**config.mk**
```make
export PLATFORM = sky130hd
export DESIGN_NAME = bpa_ctrl
export DESIGN_NICKNAME = d
export VERILOG_FILES = /design/src/rtl/bpa_pkg.sv /design/src/rtl/bpa_ctrl.sv
export SDC_FILE = /design/constraint.sdc
export NUM_CORES = 1
export LEC_CHECK = 0
export ABC_CLOCK_PERIOD_IN_PS = 1500
export BUFFER_PORTS_ARGS = -buffer_cell sky130_fd_sc_hd__buf_4
export CAP_MARGIN = 40
export CORE_MARGIN = 1
export CORE_UTILIZATION = 45
export CTS_CLUSTER_SIZE = 16
export DETAILED_ROUTE_END_ITERATION = 8
export GPL_TIMING_DRIVEN = 0
export PLACE_DENSITY_LB_ADDON = 0.08
export SYNTH_ARGS = -nofsm -noshare
export SYNTH_HDL_FRONTEND = slang
export SYNTH_SLANG_ARGS = --single-unit
export TNS_END_PERCENT = 50
```
**constraint.sdc**
```tcl
create_clock -name i_clk -period 1.5 [get_ports i_clk]
set_input_delay 0.075 -clock i_clk [delete_from_list [all_inputs] [get_ports i_clk]]
set_output_delay 0.075 -clock i_clk [all_outputs]
set_load 0.005 [all_outputs]
```
**src/rtl/bpa_pkg.sv**
```systemverilog
// Shared types and codes of the buddy page allocator.
package bpa_pkg;

    localparam logic [1:0] ST_OK  = 2'd0;
    localparam logic [1:0] ST_OOM = 2'd1;
    localparam logic [1:0] ST_BIG = 2'd2;
    localparam logic [1:0] ST_DUP = 2'd3;

    typedef enum logic [4:0] {
        S_CLEAR,
        S_IDLE,
        S_DECODE,
        S_A_SCAN,
        S_A_POP,
        S_A_SPLIT,
        S_F_RD,
        S_F_CHK,
        S_M_CHK,
        S_M_TEST,
        S_U_RD,
        S_U_CHK,
        S_U_FIX2,
        S_U_NEXT,
        S_EMIT
    } t_state;

    typedef enum logic [4:0] {
        OP_NONE,
        OP_CLEAR,
        OP_LOAD,
        OP_J_INC,
        OP_A_TAKE,
        OP_A_POP,
        OP_A_SPLIT,
        OP_A_FINAL,
        OP_F_RD,
        OP_F_PUSH,
        OP_M_RD,
        OP_U_START_P,
        OP_U_START_B,
        OP_U_RD,
        OP_U_ADV,
        OP_U_FIX1,
        OP_U_FIX2,
        OP_M_PUSH,
        OP_RES_OOM,
        OP_RES_BIG,
        OP_RES_DUP,
        OP_RES_OKF,
        OP_EMIT
    } t_dp_op;

    typedef struct packed {
        logic clear_last;
        logic is_free_cmd;
        logic k_bad;
        logic p_bad;
        logic head_ok;
        logic j_last;
        logic j_gt_k;
        logic rd_bad;
        logic merge_stop;
        logic no_merge;
        logic walk_end;
        logic cur_hit;
        logic prev_nil;
        logic phase;
        logic out_busy;
    } t_dp_flags;

endpackage

```
**src/rtl/bpa_ctrl.sv**
```systemverilog
// Sequencer of the buddy page allocator: picks one datapath operation per cycle.
module bpa_ctrl (
    input  logic               i_clk,
    input  logic               i_rst_n,
    input  logic               i_in_valid,
    input  bpa_pkg::t_dp_flags i_flags,
    output logic               o_in_ready,
    output bpa_pkg::t_dp_op    o_op
);
    import bpa_pkg::*;

    t_state r_state;
    t_state n_state;

    always_ff @(posedge i_clk) begin
        if (!i_rst_n) begin
            r_state <= S_CLEAR;
        end else begin
            r_state <= n_state;
        end
    end

    always_comb begin
        n_state = r_state;
        unique case (r_state)
            S_CLEAR: begin
                if (i_flags.clear_last) n_state = S_IDLE;
            end
            S_IDLE: begin
                if (i_in_valid) n_state = S_DECODE;
            end
            S_DECODE: begin
                if (i_flags.is_free_cmd) begin
                    n_state = i_flags.p_bad ? S_EMIT : S_F_RD;
                end else begin
                    n_state = i_flags.k_bad ? S_EMIT : S_A_SCAN;
                end
            end
            S_A_SCAN: begin
                if (i_flags.head_ok) n_state = S_A_POP;
                else if (i_flags.j_last) n_state = S_EMIT;
            end
            S_A_POP:   n_state = S_A_SPLIT;
            S_A_SPLIT: begin
                if (!i_flags.j_gt_k) n_state = S_EMIT;
            end
            S_F_RD:    n_state = S_F_CHK;
            S_F_CHK:   n_state = i_flags.rd_bad ? S_EMIT : S_M_CHK;
            S_M_CHK:   n_state = i_flags.merge_stop ? S_EMIT : S_M_TEST;
            S_M_TEST:  n_state = i_flags.no_merge ? S_EMIT : S_U_RD;
            S_U_RD:    n_state = i_flags.walk_end ? S_U_NEXT : S_U_CHK;
            S_U_CHK: begin
                if (!i_flags.cur_hit) n_state = S_U_RD;
                else if (i_flags.prev_nil) n_state = S_U_NEXT;
                else n_state = S_U_FIX2;
            end
            S_U_FIX2:  n_state = S_U_NEXT;
            S_U_NEXT:  n_state = i_flags.phase ? S_M_CHK : S_U_RD;
            S_EMIT: begin
                if (!i_flags.out_busy) n_state = S_IDLE;
            end
            default:   n_state = S_CLEAR;
        endcase
    end

    always_comb begin
        o_op       = OP_NONE;
        o_in_ready = 1'b0;
        unique case (r_state)
            S_CLEAR:  o_op = OP_CLEAR;
            S_IDLE: begin
                o_in_ready = 1'b1;
                if (i_in_valid) o_op = OP_LOAD;
            end
            S_DECODE: begin
                if (i_flags.is_free_cmd) begin
                    if (i_flags.p_bad) o_op = OP_RES_DUP;
                end else if (i_flags.k_bad) begin
                    o_op = OP_RES_BIG;
                end
            end
            S_A_SCAN: begin
                if (i_flags.head_ok) o_op = OP_A_TAKE;
                else if (i_flags.j_last) o_op = OP_RES_OOM;
                else o_op = OP_J_INC;
            end
            S_A_POP:   o_op = OP_A_POP;
            S_A_SPLIT: o_op = i_flags.j_gt_k ? OP_A_SPLIT : OP_A_FINAL;
            S_F_RD:    o_op = OP_F_RD;
            S_F_CHK:   o_op = i_flags.rd_bad ? OP_RES_DUP : OP_F_PUSH;
            S_M_CHK:   o_op = i_flags.merge_stop ? OP_RES_OKF : OP_M_RD;
            S_M_TEST:  o_op = i_flags.no_merge ? OP_RES_OKF : OP_U_START_P;
            S_U_RD:    o_op = i_flags.walk_end ? OP_NONE : OP_U_RD;
            S_U_CHK:   o_op = i_flags.cur_hit ? OP_U_FIX1 : OP_U_ADV;
            S_U_FIX2:  o_op = OP_U_FIX2;
            S_U_NEXT:  o_op = i_flags.phase ? OP_M_PUSH : OP_U_START_B;
            S_EMIT: begin
                if (!i_flags.out_busy) o_op = OP_EMIT;
            end
            default:   o_op = OP_NONE;
        endcase
    end

endmodule

```
==> results.yml <==
clocking:
  cts.sinks: 4
  clockBufferDepth: 2
  cts_tree: "built"
  cts-htree-levels: 1
  cts_root_buf: "clkbuf_4"
  cts_made_buffers: 3
  clk_pin_slew_ns: 0.04
  clk_latency_ns: 0.23
critical_path:
  ff2ff_path_depth: 6
  start_kind: "register"
  r2r-end: "r_state[1]"
  cpMaxStageDelayCell: "dfxtp_4"
  r2r-start: "r_state[3]"
  cp.arrival_ns: 1.76
  cp_slowest_stage_delay_ns: 0.36
  ff2ff_setup_slack_ns: -0.21
  crit_type: "register to output pin"
  critPathRequiredTime_ns: 1.42
  cp-end-kind: "output pin"
  path_cells: "buf_6, and4b_1, a32oi_2, o21ai_1, or3_1, buf_4"
  startpoint: "r_state[0]"
  crit_fanout: 7
sta:
  finalSetupViolCount: 9
  min_period_ns: 1.83
  setup_slack_ns: -0.330
  rsz0062_at_grt: "true"
  slew_viol_final: 0
  fin_crit_sh_pct: 122
  fmax_ghz: 0.546
  finClkSkew_ns: 0.00684
  worst_slew_pin_slew_ns: 0.513
  tns_ns: -1.69
  slew_headroom_pct: 65.3
  hold_viol: 0
hold_path:
  hold_class: "input pin to register"
  worstHoldStart: "i_rst_n"
  hold_path_depth: 2
  min_to: "r_state[1]"
run_status:
  failed_checks: "DRC, setup timing"
  status: "finished, violations left"
routing:
  finalWirelength_mm: 3.27
  dr.pass1.iters: 7
  vias: 1186
  ant_nets: 0
  drtIter0Drc: 86
  viasPerCell: 6.82
  drcViolationCount: 6
  wl_per_cell_um: 18.8
die:
  die_area_um2: 1890
  rows: 14
  fp.dieW_um: 43.5
  die_h_um: 43.5
  start_util_pct: 49.7
  core_um2: 1560
  io_pins: 24
yosys:
  yosys_register_bits: 4
  synth_top_area_share_pct: 10.3
  synthArstFlopShare_pct: 0
  ys_warn_count: 0
  synth-edff-count: 0
  avgSynthCellArea_um2: 6.73
  synth.distinct_cells: 43
  synthCells: 115
  synth.net_count: 133
  syn_area_um2: 774
  synthTopCellsByArea: "dfxtp_1, nand2_1, nor2_1"
  yosys.area.top_type: "dfxtp_1"
  yosysSeqAreaShare_pct: 10.3
  synth_top_flop_cell: "dfxtp_1"
placement:
  io_buffers: 23
  gp_congestion: 0.924
  postPlaceCellArea_um2: 967
  dp_hpwl_mm: 1.96
finish:
  nets: 178
  top_register: "r_state"
  largest_register_ffs: 4
  fillers: 97
  reg.largest.list: "r_state (4)"
  final_util_pct: 82.9
  antenna_cells: 0
  area_growth_pct: 66.9
  drive_gt1_share_pct: 48.1
  layout_commonest_cell: "buf_4"
  layout_common_cells: "buf_4, nand2_1, nor2_1"
  stdcell_area_um2: 1290
power_and_ir_drop:
  power_density_nw_per_um2: 1570
  ir_drop_mv: 1.25
  leakage_nw: 0.569
  power_mw: 2.03
global_route:
  antenna_found_initial: 0
  grt_pass1_vias: 1043
  grt_max_degree: 11
  grtUsageTotal_pct: 35.4
  grt_pass1_wl_mm: 4.95
  overflow: 0
job:
  maxCapViolations: 0
## worst max-delay path by stage
stage | to | cells past startpoint
floorplan | r_state[1] | 6
global placement | o_op[0] | 7
detailed placement | o_op[0] | 7
CTS | o_op[0] | 6
global route | o_op[4] | 6
finish | o_op[4] | 6
## cells in the mapped netlist (3+ instances only)
cell type and number:
nand2b_1 5, inv_1 5, a21oi_1 7, o22ai_1 3, nor2_1 10, nand2_1 14, nand4_1 3, buf_2 7
o21ai_0 4, dfxtp_1 4, nand3_1 6, nor2b_1 5
## routing by layer
layer  vias up  part of all wire, %  track usage, %  routed length, um
li1        525                    -               -                  -
met1       540                   35            43.3               1160
met2       104                   50            63.6               1650
met3        17                   11            5.00                357
met4         0                  3.2            11.3                104
met5         -                    0               0                  0
## cell type report
| type | count | area, um2 | area share, % |
|---|---|---|---|
| Buffer | 8 | 86.3 | 6.68 |
| Clock buffer | 3 | 22.5 | 1.74 |
| Inverter | 5 | 18.8 | 1.45 |
| Multi-Input combinational cell | 97 | 711 | 55.0 |
| Sequential cell | 4 | 90.1 | 6.97 |
| Tap cell | 16 | 20.0 | 1.55 |
| Timing Repair Buffer | 41 | 344 | 26.6 |
## critical path: cells and delay by family, from the launching register on
family,cells,cell delay [ns]
and+or+nand+nor,2,0.52
DFF,1,0.36
AOI/OAI and AO/OA,2,0.36
buffers and inverters,2,0.28
## report_power, final
| group | switching, mW | leakage (nW) | total (mW) | internal, mW |
|---|---|---|---|---|
| Sequential | 0.0512 | 0.0350 | 0.206 | 0.155 |
| Clock | 0.0443 | 0.0138 | 0.134 | 0.0895 |
| Combinational | 0.762 | 0.520 | 1.69 | 0.926 |
## logic make-up (layout without fill, tap and decap cells)
group                  count (synthesis)  in the layout  synth area share [%]
and+or+nand+nor                       57             57                  39.9
AOI/OAI and AO/OA                     36             36                  35.4
DFF                                    4              4                  10.3
muxes                                  4              4                  5.49
buffers and inverters                 14             57                  8.88
## metrics by stage
stage | cells | worst slack [ns] | hold WS, ns
2_1_floorplan | 115 | -0.0522 | 0.237
3_3_place_gp | 154 | -0.340 | 0.333
3_5_place_dp | 154 | -0.383 | 0.355
4_1_cts | 171 | -0.288 | 0.114
5_1_grt | 174 | -0.407 | 0.113
6_report | 174 | -0.330 | 0.115
## repair_timing
action,CTS,global route
setup buffers,14,3
hold buffers,0,0
resized for setup,31,16
gates cloned,1,0
pin swaps,10,9
setup endpoints to repair,9,9
Note: power is estimated with default switching activity, not from simulation.
